File: src/rtl/core/capped_backoff_restart_tracker_unit_defines.svh
// assertion macros for the capped backoff restart tracker
`ifndef CAPPED_BACKOFF_RESTART_TRACKER_UNIT_DEFINES_SVH
`define CAPPED_BACKOFF_RESTART_TRACKER_UNIT_DEFINES_SVH

`ifndef SYNTHESIS

// condition holds in the same cycle
`define CBRT_ASSERT_SAME(label, clk, rst, ante, cons) \
  label: assert property (@(posedge clk) disable iff (rst) (ante) |-> (cons)) \
    else $error("cbrt assertion failed");

// condition holds in the following cycle
`define CBRT_ASSERT_NEXT(label, clk, rst, ante, cons) \
  label: assert property (@(posedge clk) disable iff (rst) (ante) |=> (cons)) \
    else $error("cbrt assertion failed");

`else

`define CBRT_ASSERT_SAME(label, clk, rst, ante, cons)
`define CBRT_ASSERT_NEXT(label, clk, rst, ante, cons)

`endif

`endif

File: src/rtl/core/cbrt_pkg.sv
// shared types and constants of the capped backoff restart tracker
`timescale 1ns / 1ps
`default_nettype none

package cbrt_pkg;

  localparam int unsigned TIME_W = 32;
  localparam int unsigned CNT_W  = 8;
  localparam int unsigned DATA_W = 32;
  localparam int unsigned ADDR_W = 4;

  localparam logic [TIME_W-1:0] INITIAL_RESET   = 32'd1000;
  localparam logic [TIME_W-1:0] MAXIMUM_RESET   = 32'd30000;
  localparam logic [CNT_W-1:0]  THRESHOLD_RESET = 8'd3;
  localparam logic [CNT_W-1:0]  FAIL_MAX        = 8'd255;

  typedef enum logic [1:0] {
    MODE_QUERY   = 2'd0,
    MODE_START   = 2'd1,
    MODE_CAPTURE = 2'd2
  } mode_e;

  typedef enum logic [1:0] {
    REG_INITIAL   = 2'd0,
    REG_MAXIMUM   = 2'd1,
    REG_THRESHOLD = 2'd2
  } reg_idx_e;

  // effective (clamped) configuration
  typedef struct packed {
    logic [TIME_W-1:0] eff_initial;
    logic [TIME_W-1:0] eff_maximum;
    logic [CNT_W-1:0]  eff_threshold;
  } cfg_t;

  // delay reload request on a register write
  typedef struct packed {
    logic              reload;
    logic [TIME_W-1:0] initial_delay;
  } cfg_upd_t;

endpackage

`default_nettype wire

File: src/rtl/core/cbrt_in_if.sv
// input event channel
`timescale 1ns / 1ps
`default_nettype none

interface cbrt_in_if;
  import cbrt_pkg::*;

  logic              valid;
  logic              ready;
  logic [1:0]        mode;
  logic              success;
  logic [TIME_W-1:0] now_time;

  modport source (output valid, mode, success, now_time, input ready);
  modport sink (input valid, mode, success, now_time, output ready);
endinterface

`default_nettype wire

File: src/rtl/core/cbrt_out_if.sv
// result channel
`timescale 1ns / 1ps
`default_nettype none

interface cbrt_out_if;
  import cbrt_pkg::*;

  logic              valid;
  logic              ready;
  logic              restart_needed;
  logic              start_is_due;
  logic              is_running;
  logic [TIME_W-1:0] current_delay;
  logic [TIME_W-1:0] next_start_time;

  modport source (output valid, restart_needed, start_is_due, is_running,
                  current_delay, next_start_time, input ready);
  modport sink (input valid, restart_needed, start_is_due, is_running,
                current_delay, next_start_time, output ready);
endinterface

`default_nettype wire

File: src/rtl/core/capped_backoff_restart_tracker_unit.sv
// Capped backoff restart tracker, top level.
// Path: input transaction to result valid goes through the input register,
// then the result register; the combinational state update sits between.
// Throughput: one transaction per cycle unless out_ch back-pressure stalls it.
// Reset (synchronous): not running, failure count 0, delay 1000, next start 0,
// registers back to their defaults, both pipeline slots empty.
`include "capped_backoff_restart_tracker_unit_defines.svh"
`timescale 1ns / 1ps
`default_nettype none

module capped_backoff_restart_tracker_unit (
  input  wire logic                         clk,
  input  wire logic                         rst,
  cbrt_in_if.sink                           in_ch,
  cbrt_out_if.source                        out_ch,
  input  wire logic                         psel,
  input  wire logic                         penable,
  input  wire logic                         pwrite,
  input  wire logic [cbrt_pkg::ADDR_W-1:0]  paddr,
  input  wire logic [cbrt_pkg::DATA_W-1:0]  pwdata,
  output logic      [cbrt_pkg::DATA_W-1:0]  prdata,
  output logic                              pready
);
  import cbrt_pkg::*;

  cfg_t     cfg;
  cfg_upd_t upd;

  cbrt_cfg u_cfg (
    .clk     (clk),
    .rst     (rst),
    .psel    (psel),
    .penable (penable),
    .pwrite  (pwrite),
    .paddr   (paddr),
    .pwdata  (pwdata),
    .prdata  (prdata),
    .pready  (pready),
    .cfg     (cfg),
    .upd     (upd)
  );

  // input register
  logic              in_valid;
  logic [1:0]        in_mode;
  logic              in_success;
  logic [TIME_W-1:0] in_now;

  // tracker state
  logic              running_flag, running_next;
  logic [CNT_W-1:0]  failure_count, failure_count_next;
  logic [TIME_W-1:0] retry_delay, retry_delay_next;
  logic [TIME_W-1:0] next_start, next_start_next;

  logic              restart;
  logic              backoff;
  logic              fire;
  logic [CNT_W-1:0]  cnt_inc;
  logic [TIME_W:0]   twice;
  logic [TIME_W-1:0] diff;
  logic              due;

  assign fire        = in_valid && (!out_ch.valid || out_ch.ready);
  assign in_ch.ready = !in_valid || fire;

  // saturating failure count
  assign cnt_inc = (failure_count == FAIL_MAX) ? failure_count : failure_count + CNT_W'(1);

  // event decode
  always_comb begin
    running_next       = running_flag;
    failure_count_next = failure_count;
    retry_delay_next   = retry_delay;
    restart            = 1'b0;
    backoff            = 1'b0;
    unique case (mode_e'(in_mode))
      MODE_START: begin
        running_next       = in_success;
        failure_count_next = '0;
        if (in_success) begin
          retry_delay_next = cfg.eff_initial;
        end else begin
          backoff = 1'b1;
        end
      end
      MODE_CAPTURE: begin
        if (running_flag) begin
          if (in_success) begin
            failure_count_next = '0;
            retry_delay_next   = cfg.eff_initial;
          end else if (cnt_inc >= cfg.eff_threshold) begin
            running_next       = 1'b0;
            failure_count_next = '0;
            backoff            = 1'b1;
            restart            = 1'b1;
          end else begin
            failure_count_next = cnt_inc;
          end
        end
      end
      default: begin
        running_next = running_flag;
      end
    endcase

    // schedule retry and grow delay up to the cap
    twice           = {retry_delay, 1'b0};
    next_start_next = next_start;
    if (backoff) begin
      next_start_next = in_now + retry_delay;
      if (retry_delay < cfg.eff_maximum) begin
        retry_delay_next = (twice > {1'b0, cfg.eff_maximum}) ? cfg.eff_maximum
                                                             : twice[TIME_W-1:0];
      end
    end
  end

  // wrap-safe due test on the updated schedule
  assign diff = in_now - next_start_next;
  assign due  = !running_next && !diff[TIME_W-1];

  // control state
  always_ff @(posedge clk) begin
    if (rst) begin
      in_valid      <= 1'b0;
      out_ch.valid  <= 1'b0;
      running_flag  <= 1'b0;
      failure_count <= '0;
      retry_delay   <= INITIAL_RESET;
      next_start    <= '0;
    end else begin
      if (in_ch.ready) begin
        in_valid <= in_ch.valid;
      end
      if (fire) begin
        out_ch.valid <= 1'b1;
      end else if (out_ch.ready) begin
        out_ch.valid <= 1'b0;
      end
      if (upd.reload) begin
        retry_delay <= upd.initial_delay;
      end else if (fire) begin
        retry_delay <= retry_delay_next;
      end
      if (fire) begin
        running_flag  <= running_next;
        failure_count <= failure_count_next;
        next_start    <= next_start_next;
      end
    end
  end

  // payload registers
  always_ff @(posedge clk) begin
    if (in_ch.ready && in_ch.valid) begin
      in_mode    <= in_ch.mode;
      in_success <= in_ch.success;
      in_now     <= in_ch.now_time;
    end
    if (fire) begin
      out_ch.restart_needed  <= restart;
      out_ch.start_is_due    <= due;
      out_ch.is_running      <= running_next;
      out_ch.current_delay   <= retry_delay_next;
      out_ch.next_start_time <= next_start_next;
    end
  end

  // checks
  `CBRT_ASSERT_SAME(a_due_not_running, clk, rst, out_ch.valid, !(out_ch.is_running && out_ch.start_is_due))
  `CBRT_ASSERT_SAME(a_restart_stops, clk, rst, out_ch.valid && out_ch.restart_needed, !out_ch.is_running)
  `CBRT_ASSERT_SAME(a_delay_nonzero, clk, rst, 1'b1, retry_delay != '0)
  `CBRT_ASSERT_NEXT(a_delay_capped, clk, rst, fire, retry_delay <= cfg.eff_maximum)

endmodule

`default_nettype wire

File: src/rtl/core/cbrt_cfg.sv
// apb register file with clamped effective configuration
`timescale 1ns / 1ps
`default_nettype none

module cbrt_cfg (
  input  wire logic                          clk,
  input  wire logic                          rst,
  input  wire logic                          psel,
  input  wire logic                          penable,
  input  wire logic                          pwrite,
  input  wire logic [cbrt_pkg::ADDR_W-1:0]   paddr,
  input  wire logic [cbrt_pkg::DATA_W-1:0]   pwdata,
  output logic      [cbrt_pkg::DATA_W-1:0]   prdata,
  output logic                               pready,
  output cbrt_pkg::cfg_t                     cfg,
  output cbrt_pkg::cfg_upd_t                 upd
);
  import cbrt_pkg::*;

  logic [TIME_W-1:0] initial_delay, initial_delay_next;
  logic [TIME_W-1:0] maximum_delay, maximum_delay_next;
  logic [CNT_W-1:0]  failure_threshold, failure_threshold_next;
  logic [TIME_W-1:0] eff_init_next;
  logic              wr;
  logic              wr_hit;
  reg_idx_e          idx;

  assign pready = 1'b1;
  assign wr     = psel && penable && pwrite && pready;
  assign idx    = reg_idx_e'(paddr[ADDR_W-1:2]);

  // register write decode
  always_comb begin
    initial_delay_next     = initial_delay;
    maximum_delay_next     = maximum_delay;
    failure_threshold_next = failure_threshold;
    wr_hit                 = 1'b0;
    if (wr) begin
      unique case (idx)
        REG_INITIAL: begin
          initial_delay_next = pwdata[TIME_W-1:0];
          wr_hit             = 1'b1;
        end
        REG_MAXIMUM: begin
          maximum_delay_next = pwdata[TIME_W-1:0];
          wr_hit             = 1'b1;
        end
        REG_THRESHOLD: begin
          failure_threshold_next = pwdata[CNT_W-1:0];
          wr_hit                 = 1'b1;
        end
        default: wr_hit = 1'b0;
      endcase
    end
  end

  // zero initial delay acts as one
  assign eff_init_next = (initial_delay_next == '0) ? TIME_W'(1) : initial_delay_next;

  assign upd.reload        = wr_hit;
  assign upd.initial_delay = eff_init_next;

  // raw and clamped register state
  always_ff @(posedge clk) begin
    if (rst) begin
      initial_delay     <= INITIAL_RESET;
      maximum_delay     <= MAXIMUM_RESET;
      failure_threshold <= THRESHOLD_RESET;
      cfg.eff_initial   <= INITIAL_RESET;
      cfg.eff_maximum   <= MAXIMUM_RESET;
      cfg.eff_threshold <= THRESHOLD_RESET;
    end else begin
      initial_delay     <= initial_delay_next;
      maximum_delay     <= maximum_delay_next;
      failure_threshold <= failure_threshold_next;
      cfg.eff_initial   <= eff_init_next;
      cfg.eff_maximum   <= (maximum_delay_next < eff_init_next) ? eff_init_next
                                                                : maximum_delay_next;
      cfg.eff_threshold <= (failure_threshold_next == '0) ? CNT_W'(1)
                                                          : failure_threshold_next;
    end
  end

  // read back raw values
  always_comb begin
    unique case (idx)
      REG_INITIAL:   prdata = DATA_W'(initial_delay);
      REG_MAXIMUM:   prdata = DATA_W'(maximum_delay);
      REG_THRESHOLD: prdata = DATA_W'(failure_threshold);
      default:       prdata = '0;
    endcase
  end

endmodule

`default_nettype wire
File: src/flat_wrapper.sv
// flat-port wrapper written by rule: the top's interface ports become plain ports
module capped_backoff_restart_tracker_unit_flat import cbrt_pkg::*;
  (clk, rst, psel, penable, pwrite, paddr, pwdata, prdata, pready, in_ch_valid, in_ch_mode, in_ch_success, in_ch_now_time, in_ch_ready, out_ch_valid, out_ch_restart_needed, out_ch_start_is_due, out_ch_is_running, out_ch_current_delay, out_ch_next_start_time, out_ch_ready);
  cbrt_in_if in_ch_i ();
  cbrt_out_if out_ch_i ();
  input  wire logic clk;
  input  wire logic rst;
  input  wire logic psel;
  input  wire logic penable;
  input  wire logic pwrite;
  input  wire logic [cbrt_pkg::ADDR_W-1:0] paddr;
  input  wire logic [cbrt_pkg::DATA_W-1:0] pwdata;
  output logic      [cbrt_pkg::DATA_W-1:0] prdata;
  output logic pready;
  input wire logic [$bits(in_ch_i.valid)-1:0] in_ch_valid;
  input wire logic [$bits(in_ch_i.mode)-1:0] in_ch_mode;
  input wire logic [$bits(in_ch_i.success)-1:0] in_ch_success;
  input wire logic [$bits(in_ch_i.now_time)-1:0] in_ch_now_time;
  output wire logic [$bits(in_ch_i.ready)-1:0] in_ch_ready;
  output wire logic [$bits(out_ch_i.valid)-1:0] out_ch_valid;
  output wire logic [$bits(out_ch_i.restart_needed)-1:0] out_ch_restart_needed;
  output wire logic [$bits(out_ch_i.start_is_due)-1:0] out_ch_start_is_due;
  output wire logic [$bits(out_ch_i.is_running)-1:0] out_ch_is_running;
  output wire logic [$bits(out_ch_i.current_delay)-1:0] out_ch_current_delay;
  output wire logic [$bits(out_ch_i.next_start_time)-1:0] out_ch_next_start_time;
  input wire logic [$bits(out_ch_i.ready)-1:0] out_ch_ready;
  assign in_ch_i.valid = in_ch_valid;
  assign in_ch_i.mode = in_ch_mode;
  assign in_ch_i.success = in_ch_success;
  assign in_ch_i.now_time = in_ch_now_time;
  assign in_ch_ready = in_ch_i.ready;
  assign out_ch_valid = out_ch_i.valid;
  assign out_ch_restart_needed = out_ch_i.restart_needed;
  assign out_ch_start_is_due = out_ch_i.start_is_due;
  assign out_ch_is_running = out_ch_i.is_running;
  assign out_ch_current_delay = out_ch_i.current_delay;
  assign out_ch_next_start_time = out_ch_i.next_start_time;
  assign out_ch_i.ready = out_ch_ready;
  capped_backoff_restart_tracker_unit u_core (.clk(clk), .rst(rst), .in_ch(in_ch_i), .out_ch(out_ch_i), .psel(psel), .penable(penable), .pwrite(pwrite), .paddr(paddr), .pwdata(pwdata), .prdata(prdata), .pready(pready));
endmodule
File: config.mk
export PLATFORM = sky130hd
export DESIGN_NAME = capped_backoff_restart_tracker_unit_flat
export DESIGN_NICKNAME = d
export VERILOG_FILES = /design/src/rtl/core/cbrt_pkg.sv /design/src/rtl/core/cbrt_in_if.sv /design/src/rtl/core/cbrt_out_if.sv /design/src/rtl/core/capped_backoff_restart_tracker_unit.sv /design/src/rtl/core/cbrt_cfg.sv /design/src/flat_wrapper.sv
export VERILOG_INCLUDE_DIRS = /design/src /design/src/rtl/core
export SDC_FILE = /design/constraint.sdc
export NUM_CORES = 1
export LEC_CHECK = 0
export ABC_AREA = 1
export BUFFER_PORTS_ARGS = -buffer_cell sky130_fd_sc_hd__buf_2
export CORE_ASPECT_RATIO = 0.7
export CORE_MARGIN = 3
export CORE_UTILIZATION = 45
export DETAILED_ROUTE_END_ITERATION = 10
export SLEW_MARGIN = 20
export SYNTH_ARGS = -nofsm -noshare
export SYNTH_HDL_FRONTEND = slang
export SYNTH_HIERARCHICAL = 1
export SYNTH_SLANG_ARGS = --single-unit
File: constraint.sdc
create_clock -name clk -period 4.8 [get_ports clk]
set_clock_uncertainty 0.1 [all_clocks]
set_input_delay 0.72 -clock clk [delete_from_list [all_inputs] [get_ports clk]]
set_output_delay 0.72 -clock clk [all_outputs]
set_load 0.1 [all_outputs]
* Word level (Yosys, flattened, before mapping) *
Index checks and enable logic that the tools add are counted.
W data, S select, Z words.

word-level totals
  register bits = 321
  bits of input ports = 78

operators by class
  $add $sub $neg = 3
  order comparisons = 4
  eq/ne operators = 6
  mux-type cells = 37
  reductions and logical operators = 20

operators by type and width
  cell                   count
  $mux W32               14
  $pmux W32 S3           1
  $lt A32 B32 Y1         2
  $pmux W32 S2           1
  $mux W8                6
  $gt A33 B32 Y1         1
  $add A32 B32 Y32       1
  $logic_not A32 Y1      1
  $sub A32 B32 Y32       1
  $pmux W8 S2            1
  $mux W1                11
  $add A8 B1 Y8 const B  1
  $eq A8 B8 Y1 const B   1
  $ge A8 B8 Y1           1
  $logic_not A8 Y1       1
  $reduce_bool A2 Y1     3
  $logic_and A1 B1 Y1    5
  $eq A2 B1 Y1 const B   2
  $eq A2 B2 Y1 const B   2
  $logic_not A1 Y1       4
  $pmux W1 S2            2
  $reduce_and A3 Y1      1
  $reduce_or A3 Y1       1
  $logic_not A2 Y1       1
  other kinds (4)        5

* Longest topological paths before layout *
Gate-level depths: netlist (run 1).

  depth after elaboration = 11
  depth in mapped cells = 36
  mapped depth without buffers = 34

* Hierarchy *
Netlist (run 1), hierarchy kept.

by module, submodules not included
  module                               times used  cells each  area an instance (um^2)  sequential area each (um^2)
  capped_backoff_restart_tracker_unit  1           1524        12243.0                  4564.4
  cbrt_cfg                             1           926         6547.5                   2882.8

* Least setup slack after synthesis (run 1) *
No wires, ideal clock.

  path kind = register -> register
  start = register u_core.failure_count[0]
  end = register u_core.out_ch.start_is_due, data pin
  setup time = 253 ps
  arrival time = 3949 ps
  required time = 4447 ps
  setup slack = 498 ps
  cell stages (with the launch flop) = 32
  cell sequence = dfxtp_1 ha_1 nand2_1 nor3_1 nand3_1 mux2_2 ha_1 nand2_1 nand2_1 nand2_1 nand2_1 nand2_1 nand3_2 nand3_1 nand2_1 nand2_2 inv_2 buf_2 buf_2 nand2_1 o21ai_0 inv_1 ha_1 a21oi_1 nor2_1 a211oi_1 o221a_2 nand2_1 nand2_1 nand2_1 nor2_1 nor2_1

between the ends
  word-level cells in the longest chain between the ends = 11
  elaborated cells on any way between the ends = 17
  those cells by class = add/sub: 2; order compare: 1; eq/ne: 1; mux: 10; reduce/logical: 3

ends and longest elaborated chain
  what                                                  RTL line                                    text
  start, declared                                       capped_backoff_restart_tracker_unit.sv:51   logic [CNT_W-1:0] failure_count, failure_count_next;
  start signal, assigned                                capped_backoff_restart_tracker_unit.sv:147  failure_count <= failure_count_next;
  $add A8 B1 Y8 / $eq A8 B8 Y1 (equally long branches)  capped_backoff_restart_tracker_unit.sv:67   assign cnt_inc = (failure_count == FAIL_MAX) ? failure_count : failure_count + CNT_W'(1);
  $mux W8 (*)                                           capped_backoff_restart_tracker_unit.sv:67
  $ge A8 B8 Y1 (*)                                      capped_backoff_restart_tracker_unit.sv:91   end else if (cnt_inc >= cfg.eff_threshold) begin
  $mux W1 (*)                                           capped_backoff_restart_tracker_unit.sv:91
  $mux W1 (*)                                           capped_backoff_restart_tracker_unit.sv:88   if (in_success) begin
  $mux W1 (*)                                           capped_backoff_restart_tracker_unit.sv:87   if (running_flag) begin
  $pmux W1 S2 (*)                                       capped_backoff_restart_tracker_unit.sv:76   unique case (mode_e'(in_mode))
  $mux W32 (*)                                          capped_backoff_restart_tracker_unit.sv:109  if (backoff) begin
  via u_core.next_start_next[8]                         capped_backoff_restart_tracker_unit.sv:53   logic [TIME_W-1:0] next_start, next_start_next;
  $sub A32 B32 Y32 (*)                                  capped_backoff_restart_tracker_unit.sv:119  assign diff = in_now - next_start_next;
  $logic_not A1 Y1 (*)                                  capped_backoff_restart_tracker_unit.sv:120  assign due = !running_next && !diff[TIME_W-1];
  $logic_and A1 B1 Y1 (*)                               capped_backoff_restart_tracker_unit.sv:120
  via u_core.due                                        capped_backoff_restart_tracker_unit.sv:61   logic due;
  end signal, assigned                                  capped_backoff_restart_tracker_unit.sv:162  out_ch.start_is_due <= due;
  end, declared                                         cbrt_out_if.sv:16                           modport source (output valid, restart_needed, start_is_due, is_running,

The timed path passes the listed nets; every way through them passes the cells marked *.
A chain may end at the register's enable or synchronous reset.

* Worst setup path in the final report (run 1) *
Ends and elaborated chain as after synthesis.

==> results of run 1 <==
[what timing repair did]
item	CTS	global route
setup buffers	0	5
resized for setup	0	36
setup endpoints to repair	0	1
[stage by stage]
stage	worst slack (ps)	hold WS, ps	std cells	util	cell area, um^2
2_1_floorplan	498	345	2450	-	18800
3_3_place_gp	149	357	3127	0.505	20400
3_5_place_dp	51.8	364	3127	0.505	20400
4_1_cts	16.8	234	3191	0.534	21600
5_1_grt	-36.9	237	3197	0.538	21800
6_report	213	261	3197	0.538	21800
[power by group through the flow]
stage / clock network [uW] / registers [uW] / logic (uW)
after floorplan: 0 / 3340 / 1180
after global placement: 0 / 3150 / 1780
after detailed placement: 0 / 3150 / 1820
after CTS: 2810 / 3090 / 1830
after global routing: 2910 / 3100 / 2060
final: 2740 / 3090 / 1860
[placed cells by master, fill, tap and decap left out, drive strengths merged, types with 17 or more instances in the layout]
cell and count:
and2 27, dfxtp 219, nor3 21, o221ai 31, nand3 121, edfxtp 102
nand2 546, ha 165, buf 248, clkbuf 56, o211ai 17, a21oi 194
nor2 204, inv 374, o21ai 204
[sequential cells by signal, indices dropped and copies added (netlist names)]
register,count
u_core/next_start,32
u_core/out_ch.next_start_time,32
u_core/in_valid,1
u_core/failure_count,8
u_core/out_ch.valid,1
u_core/retry_delay,32
u_core/u_cfg/cfg,72
u_core/u_cfg/failure_threshold,8
u_core/out_ch.current_delay,32
u_core/out_ch.start_is_due,1
u_core/out_ch.is_running,1
u_core/u_cfg/initial_delay,32
u_core/u_cfg/maximum_delay,32
u_core/running_flag,1
u_core/in_now,32
u_core/in_success,1
u_core/in_mode,2
u_core/out_ch.restart_needed,1
[logic make-up (layout without fill, tap and decap cells)]
group | after synthesis | after routing | share of synthesized area
adder cells (fa/ha/maj) | 166 | 166 | 0.111
AND/OR/NAND/NOR | 949 | 949 | 0.212
AO/OA/AOI/OAI | 509 | 509 | 0.164
XOR/XNOR | 26 | 26 | 0.0121
buffers and inverters | 475 | 687 | 0.103
multiplexers | 3 | 3 | 0.00166
other | 1 | 1 | 0.000200
flip-flops | 321 | 321 | 0.396
[synth_stat cells, drive strengths merged (4+ instances only)]
library cell	number
o21a	9
or2	6
o22ai	12
inv	374
nor3	21
edfxtp	102
o21ai	204
xnor2	11
xor2	15
o221a	4
dfxtp	219
ha	165
nand4	15
nor2	204
and2	27
o21bai	13
o221ai	31
o211ai	17
a21oi	194
a21o	7
nand3	121
nor4	5
a211oi	11
nand2	546
clkbuf	60
buf	41
[worst max path at each step]
stage                                              start                                    to  slack [ps]  depth (start not counted)
floorplan           u_core/failure_count[0]$_SDFFE_PP0P_  u_core/out_ch.start_is_due$_DFFE_PP_         500                         31
global placement    u_core/failure_count[0]$_SDFFE_PP0P_  u_core/out_ch.start_is_due$_DFFE_PP_         150                         29
detailed placement  u_core/failure_count[0]$_SDFFE_PP0P_  u_core/out_ch.start_is_due$_DFFE_PP_          50                         29
CTS                 u_core/failure_count[0]$_SDFFE_PP0P_  u_core/out_ch.start_is_due$_DFFE_PP_          20                         29
global route        u_core/failure_count[0]$_SDFFE_PP0P_  u_core/out_ch.start_is_due$_DFFE_PP_         -40                         28
finish              u_core/failure_count[0]$_SDFFE_PP0P_  u_core/out_ch.start_is_due$_DFFE_PP_         210                         29
[routing by layer]
layer,GRT usage,part of all wire,vias to the layer above
li1,-,-,8443
met1,0.346,0.47,7985
met2,0.396,0.45,477
met3,0.0363,0.065,74
met4,0.0480,0.016,0
met5,0,0,-
[area by class of cell]
class,count,area [um^2]
timing repair buffer,249,1530
tap,535,669
clock buffer,55,1070
clock inverter,9,90.1
inverter,374,1410
multi-input combinational,1654,9540
sequential,321,7450
fill,3894,18700
==> results.json, run 1 <==
{
  "cts_made_buffers": 35,
  "wl_per_cell_um": 17.4,
  "synth.area.top_cells": "dfxtp_1 (23%), edfxtp_1 (16%), ha_1 (11%), nand2_1 (11%), inv_1 (7.3%)",
  "synth_enable_flop_cells": 102,
  "clock_latency_ps": 530,
  "r2r_slack_ps": 210,
  "route.vias.total": 16979,
  "final-hold-violation-count": 0,
  "die_area_um2": 44300,
  "drive_gt1_frac": 0.158,
  "drt_iter0_drc": 1414,
  "maxSlewHeadroom": 0.243,
  "critPathKind": "reg2reg",
  "grt_antenna_before_repair": 0,
  "reg2reg_to": "u_core/out_ch.start_is_due$_DFFE_PP_",
  "worst_r2r_path_depth": 29,
  "grt_pass1_wl_um": 86500,
  "synth_ff_type": "dfxtp_1",
  "report.final.slew_viol_count": 0,
  "die_h_um": 177,
  "worstPathArrival_ps": 4780,
  "p_leak_uw": 0.0105,
  "p_switching_uw": 2570,
  "gp_congestion": 0.905,
  "seq_power_share": 0.402,
  "min_to": "u_core/in_now[29]$_DFFE_PP_",
  "p_sw_frac": 0.334,
  "p_int_uw": 5120,
  "synth.avg_cell_area_um2": 7.67,
  "drc": 0,
  "p_clk_frac": 0.356,
  "tightest_slew_ps": 1130,
  "core_um2": 40500,
  "path_delay_family": "simple AND/OR/NAND/NOR gates",
  "slowest_delay_ps": 360,
  "yosysSeqAreaShare": 0.396,
  "hold_class": "in2reg",
  "combPwrFrac": 0.242,
  "routed_wl_um": 55600,
  "synth_fp_nets": 2694,
  "holdCritStartpoint": "in_ch_now_time[29]",
  "cp-start-kind": "flip-flop",
  "fin_crit_ps": 4590,
  "tritoncts": "yes",
  "portBuffers": 176,
  "htree_levels": 2,
  "synth_area_um2": 18800,
  "firstDrtPassIters": 7,
  "cap_violations": 0,
  "endpoint_kind": "flip-flop",
  "required_ps": 4990,
  "setup_violations": 0,
  "synth-seq-cells": 321,
  "outcome": "completed",
  "r2r_start": "u_core/failure_count[0]$_SDFFE_PP0P_",
  "finalCritPeriodShare": 0.956,
  "first_global_vias": 16102,
  "power_density_nw_per_um2": 353,
  "nNetsFinal": 2879,
  "clkTransAtPathRegs_ps": 60,
  "fmax_mhz": 218,
  "setup_tns_ps": 0,
  "yosysWarnings": 6,
  "power_uw": 7680,
  "avgViaCountPerCell": 5.31,
  "ant_nets": 0,
  "worstPathBufferInverterCount": 3,
  "cp_common_cell": "nand2_1",
  "grt_usage": 0.243,
  "syn2layout_area_growth_pct": 15.8,
  "ios": 180,
  "postCtsHoldBufs": 0,
  "hpwlAfterDp_um": 41000,
  "grt_max_degree": 66,
  "cts.sinks": 321,
  "crit_fanout": 17,
  "rows": 61,
  "initial_core_util": 0.465,
  "syn_inst": 2450,
  "synth_top_area_cell": "dfxtp_1",
  "grt.overflow.total": 0,
  "slowest_stage": "dfxtp_4",
  "clockRootBuffer": "clkbuf_16",
  "antenna_cells": 0,
  "clock_path_buffers": 3,
  "holdPathStages": 1,
  "yosysTopAreaCellShare": 0.233,
  "synth.distinct_cells": 58,
  "async_flop_share": 0,
  "die_w_um": 250,
  "peakVddDrop_mv": 0.250
}
No activity file was read; power rests on OpenSTA's default activity.
==> inputs of run 2 (changes only) <==
--- a/config.mk
+++ b/config.mk
@@ -11,6 +11,7 @@
 export CORE_ASPECT_RATIO = 0.7
 export CORE_MARGIN = 3
 export CORE_UTILIZATION = 45
+export CTS_BUF_LIST = sky130_fd_sc_hd__clkbuf_8
 export DETAILED_ROUTE_END_ITERATION = 10
 export SLEW_MARGIN = 20
 export SYNTH_ARGS = -nofsm -noshare
==> run 2 against run 1 <==
Sequential power about the same. Critical path type unchanged. Largest power group unchanged. Via count up 0.51%. Sequential share of layout area up 0.071 points. Critical path depth down 1. Die area unchanged. Cell count up 0.94%. Flip-flop and latch count unchanged. Critical endpoint unchanged.
==> results.json, run 2 (synthesis results as in run 1) <==
{
  "largest_reg_flops": 72,
  "grt.overflow.total": 0,
  "cts_made_buffers": 51,
  "fin_crit_ps": 4540,
  "required_ps": 5080,
  "drc": 0,
  "wl_per_cell_um": 17.3,
  "nNetsFinal": 2895,
  "route.vias.total": 17066,
  "clockRootBuffer": "clkbuf_8",
  "setup_violations": 0,
  "fillCellCount": 3920,
  "final-hold-violation-count": 0,
  "die_h_um": 177,
  "cts.sinks": 321,
  "finalCritPeriodShare": 0.945,
  "top_register": "u_core/u_cfg/cfg",
  "critPathKind": "reg2reg",
  "layout_commonest_cell": "nand2_1",
  "drive_gt1_frac": 0.169,
  "drt_iter0_drc": 1306,
  "hold_class": "in2reg",
  "slowest_delay_ps": 360,
  "power_density_nw_per_um2": 341,
  "hpwlAfterDp_um": 41000,
  "peakVddDrop_mv": 0.250,
  "die_area_um2": 44300,
  "outcome": "completed",
  "clock_path_buffers": 3,
  "tritoncts": "yes",
  "cp-start-kind": "flip-flop",
  "antenna_cells": 0,
  "portBuffers": 176,
  "ant_nets": 0,
  "htree_levels": 2,
  "final_cell_mix": "nand2_1 (528), inv_1 (379), dfxtp_1 (217), nor2_1 (195), a21oi_1 (186)",
  "placed_cells": 3127,
  "crit_fanout": 15,
  "clkTransAtPathRegs_ps": 70,
  "endpoint_kind": "flip-flop",
  "hold_slack_ps": 169,
  "initial_core_util": 0.465,
  "fmax_mhz": 220,
  "p_leak_uw": 0.0106,
  "first_global_vias": 16173,
  "routed_wl_um": 55900,
  "grt_max_degree": 66,
  "instances_no_fill": 3227,
  "clock_latency_ps": 630,
  "rows": 61,
  "grt_usage": 0.245,
  "maxSlewHeadroom": 0.245,
  "die_w_um": 250,
  "cap_violations": 0,
  "grt_pass1_wl_um": 86800,
  "cp_common_cell": "nand2_1",
  "core_um2": 40500,
  "report.final.slew_viol_count": 0,
  "tightest_slew_ps": 1130,
  "worstPathArrival_ps": 4820,
  "gp_congestion": 0.905,
  "postCtsHoldBufs": 0,
  "avgViaCountPerCell": 5.29,
  "firstDrtPassIters": 6,
  "grt_antenna_before_repair": 0,
  "ios": 180,
  "syn2layout_area_growth_pct": 15.6,
  "slowest_stage": "dfxtp_4"
}
## run 2: metrics by stage
step	setup TNS [ps]	util	cell area [um^2]	power, uW	setup slack [ps]
global placement	0	0.505	20400	4930	149
detailed placement	0	0.505	20400	4960	51.8
finish	0	0.537	21700	7410	264
global route	-37.2	0.537	21700	7810	-37.2
CTS	0	0.531	21500	7440	4.27
floorplan	0	-	18800	4520	498
## run 2: cell type report
| cell class | instances | area [um^2] | share of cell area |
|---|---|---|---|
| Inverter | 374 | 1410 | 0.0650 |
| Clock inverter | 31 | 193 | 0.00887 |
| Multi-Input combinational cell | 1654 | 9600 | 0.442 |
| Clock buffer | 63 | 867 | 0.0399 |
| Tap cell | 535 | 669 | 0.0308 |
| Timing Repair Buffer | 249 | 1530 | 0.0705 |
| Sequential cell | 321 | 7450 | 0.343 |
## run 2: final timing paths
check                           slack, ps  cells past startpoint                              endpoint                                 start
worst max-delay path                  260                     28  u_core/out_ch.start_is_due$_DFFE_PP_  u_core/failure_count[0]$_SDFFE_PP0P_
worst min-delay path                  170                      1            u_core/in_now[9]$_DFFE_PP_                     in_ch_now_time[9]
worst max register to register        260                     28  u_core/out_ch.start_is_due$_DFFE_PP_  u_core/failure_count[0]$_SDFFE_PP0P_
worst min register to register        370                      2  u_core/failure_count[5]$_SDFFE_PP0P_  u_core/failure_count[5]$_SDFFE_PP0P_
## run 2: layer usage
metal / up-vias / GRT usage / wire (um)
met5: - / 0 / 0
met2: 531 / 0.395 / 25000
met3: 82 / 0.0405 / 3580
li1: 8478 / - / -
met4: 0 / 0.0545 / 982
met1: 7975 / 0.345 / 26300
## run 2: timing repair
action	CTS	global route
setup buffers	0	5
setup endpoints to repair	0	1
resized for setup	0	50
hold endpoints to repair	0	0
## run 2: worst max-delay path, delay by kind of cell (launching register included)
kind,cells,cell delay (ps)
AND/OR/NAND/NOR,17,1760
buffers and inverters,2,290
adder cells (fa/ha/maj),3,750
multiplexers,1,350
flip-flops,1,360
AO/OA/AOI/OAI,5,680
## run 2: power breakdown
group	leakage (uW)	total (uW)	internal [uW]	switching, uW
combinational	0.00721	1870	545	1320
clock	0.000597	2460	1300	1160
sequential	0.00277	3090	2980	111
total	0.0106	7410	4820	2590
==> inputs of run 3 (changes only) <==
--- a/config.mk
+++ b/config.mk
@@ -13,6 +13,7 @@
 export CORE_UTILIZATION = 45
 export CTS_BUF_LIST = sky130_fd_sc_hd__clkbuf_8
 export DETAILED_ROUTE_END_ITERATION = 10
+export RECOVER_POWER = 25
 export SLEW_MARGIN = 20
 export SYNTH_ARGS = -nofsm -noshare
 export SYNTH_HDL_FRONTEND = slang
==> run 3 against run 2 <==
The run now ends with max-capacitance violations, max-slew violations left. Total power is 0.11% lower. Core utilization down 0.39 points. Cell count unchanged. Die area unchanged. Sequential share of layout area up 0.25 points. Routed wire length up 0.15%. Setup slack worse by 3.4 ps. Critical path type unchanged. Critical endpoint unchanged.
==> results.json, run 3 (synthesis results as in run 1) <==
{
  "cp-start-kind": "flip-flop",
  "syn2layout_area_growth_pct": 14.7,
  "final-hold-violation-count": 0,
  "route.vias.total": 17091,
  "power_density_nw_per_um2": 343,
  "top_register": "u_core/u_cfg/cfg",
  "required_ps": 5080,
  "largest_reg_flops": 72,
  "grt.overflow.total": 0,
  "startpoint": "u_core/failure_count[0]$_SDFFE_PP0P_",
  "grt.met3_usage": 0.0405,
  "met2_usage": 0.395,
  "outcome": "complete, but fails checks",
  "tritoncts": "yes",
  "initial_core_util": 0.465,
  "die_h_um": 177,
  "grt_max_degree": 66,
  "clock_latency_ps": 630,
  "cap_violations": 2,
  "multi_input_area_um2": 9550,
  "clkTransAtPathRegs_ps": 70,
  "fmax_mhz": 220,
  "avgViaCountPerCell": 5.30,
  "die_w_um": 250,
  "portBuffers": 176,
  "endpoint_kind": "flip-flop",
  "grt_antenna_before_repair": 0,
  "slowest_stage": "dfxtp_4",
  "clockRootBuffer": "clkbuf_8",
  "firstDrtPassIters": 8,
  "die_area_um2": 44300,
  "hpwlAfterDp_um": 41000,
  "core_um2": 40500,
  "report.final.slew_viol_count": 121,
  "drt_iter0_drc": 1145,
  "setup_violations": 0,
  "preCtsSetupSlack_ps": 51.8,
  "routed_wl_um": 56000,
  "first_global_vias": 16173,
  "r2r_start": "u_core/failure_count[0]$_SDFFE_PP0P_",
  "gp_congestion": 0.905,
  "p_leak_uw": 0.0105,
  "critPathKind": "reg2reg",
  "clock_path_buffers": 3,
  "ios": 180,
  "drive_gt1_frac": 0.157,
  "tightest_slew_ps": 3650,
  "use_met1": 0.345,
  "rows": 61,
  "final_cell_mix": "nand2_1 (528), inv_1 (381), dfxtp_1 (217), nor2_1 (198), a21oi_1 (186)",
  "wl_per_cell_um": 17.3,
  "crit_fanout": 15,
  "postCtsHoldBufs": 0,
  "cp_common_cell": "nand2_1",
  "setup_ws_ps": 261,
  "cts_made_buffers": 51,
  "htree_levels": 2,
  "violations": "max-capacitance violations, max-slew violations",
  "antenna_cells": 0,
  "slowest_delay_ps": 360,
  "holdCritStartpoint": "in_ch_now_time[9]",
  "nNetsFinal": 2895,
  "finalCritPeriodShare": 0.946,
  "hold_class": "in2reg",
  "worstPathArrival_ps": 4820,
  "fin_crit_ps": 4540,
  "cts.sinks": 321,
  "hold_slack_ps": 168,
  "grt_usage": 0.245,
  "ff_latch_area_um2": 7450,
  "busiest_layer": "met2",
  "maxSlewHeadroom": -1.44,
  "drc": 0,
  "fillCellCount": 3955,
  "ant_nets": 0,
  "grt_pass1_wl_um": 86800,
  "layout_commonest_cell": "nand2_1",
  "peakVddDrop_mv": 0.250
}
[run 3: changes by cell type in the layout (fill, tap and decap cells not counted), moves of 2 or more]
cell	previous run	this run
clkbuf_1	0	23
buf_4	66	45
o21ai_0	143	147
o21ai_2	47	43
nor2_1	195	198
buf_12	6	4
inv_1	379	381
inv_2	6	4
[run 3: critical path: cells and delay by family, from the launching register on]
kind	cells	cell delay [ps]
buffers and inverters	2	290
AO/OA/AOI/OAI	5	690
AND/OR/NAND/NOR	17	1760
multiplexers	1	350
flip-flops	1	360
adder cells (fa/ha/maj)	3	750
[run 3: metal layers]
metal	up-vias	share of wire
met2	541	0.45
met3	86	0.068
li1	8482	-
met1	7982	0.47
met4	0	0.018
met5	-	0
[run 3: final timing paths]
kind,endpoint,slack [ps],cells after the start
setup / recovery,u_core/out_ch.start_is_due$_DFFE_PP_,260,28
hold / removal,u_core/in_now[9]$_DFFE_PP_,170,1
setup reg to reg,u_core/out_ch.start_is_due$_DFFE_PP_,260,28
hold reg to reg,u_core/failure_count[5]$_SDFFE_PP0P_,370,2
[run 3: timing repair]
action | 4_1_cts | 5_1_grt
endpoints found under the hold margin | 0 | 0
resized for setup | 0 | 50
buffers inserted | 0 | 5
endpoints found under the setup margin | 0 | 1
[run 3: power by group]
group | internal [uW] | switching (uW)
Combinational | 540 | 1320
Sequential | 2980 | 110
Clock | 1300 | 1160
Total | 4810 | 2590
[run 3: per-stage QoR]
step / TNS [ps] / total power, uW / area (um^2) / util / std cells
floorplan: 0 / 4520 / 18800 / - / 2450
global placement: 0 / 4930 / 20400 / 0.505 / 3127
detailed placement: 0 / 4960 / 20400 / 0.505 / 3127
CTS: 0 / 7440 / 21500 / 0.531 / 3221
global route: -37.2 / 7800 / 21600 / 0.533 / 3227
finish: 0 / 7400 / 21600 / 0.533 / 3227
[run 3: layout make-up]
type                            instances  share of cell area
Multi-Input combinational cell       1654               0.443
Sequential cell                       321               0.346
Timing Repair Buffer                  249              0.0659
Inverter                              374              0.0654
Clock buffer                           63              0.0402
Tap cell                              535              0.0310
Clock inverter                         31             0.00894
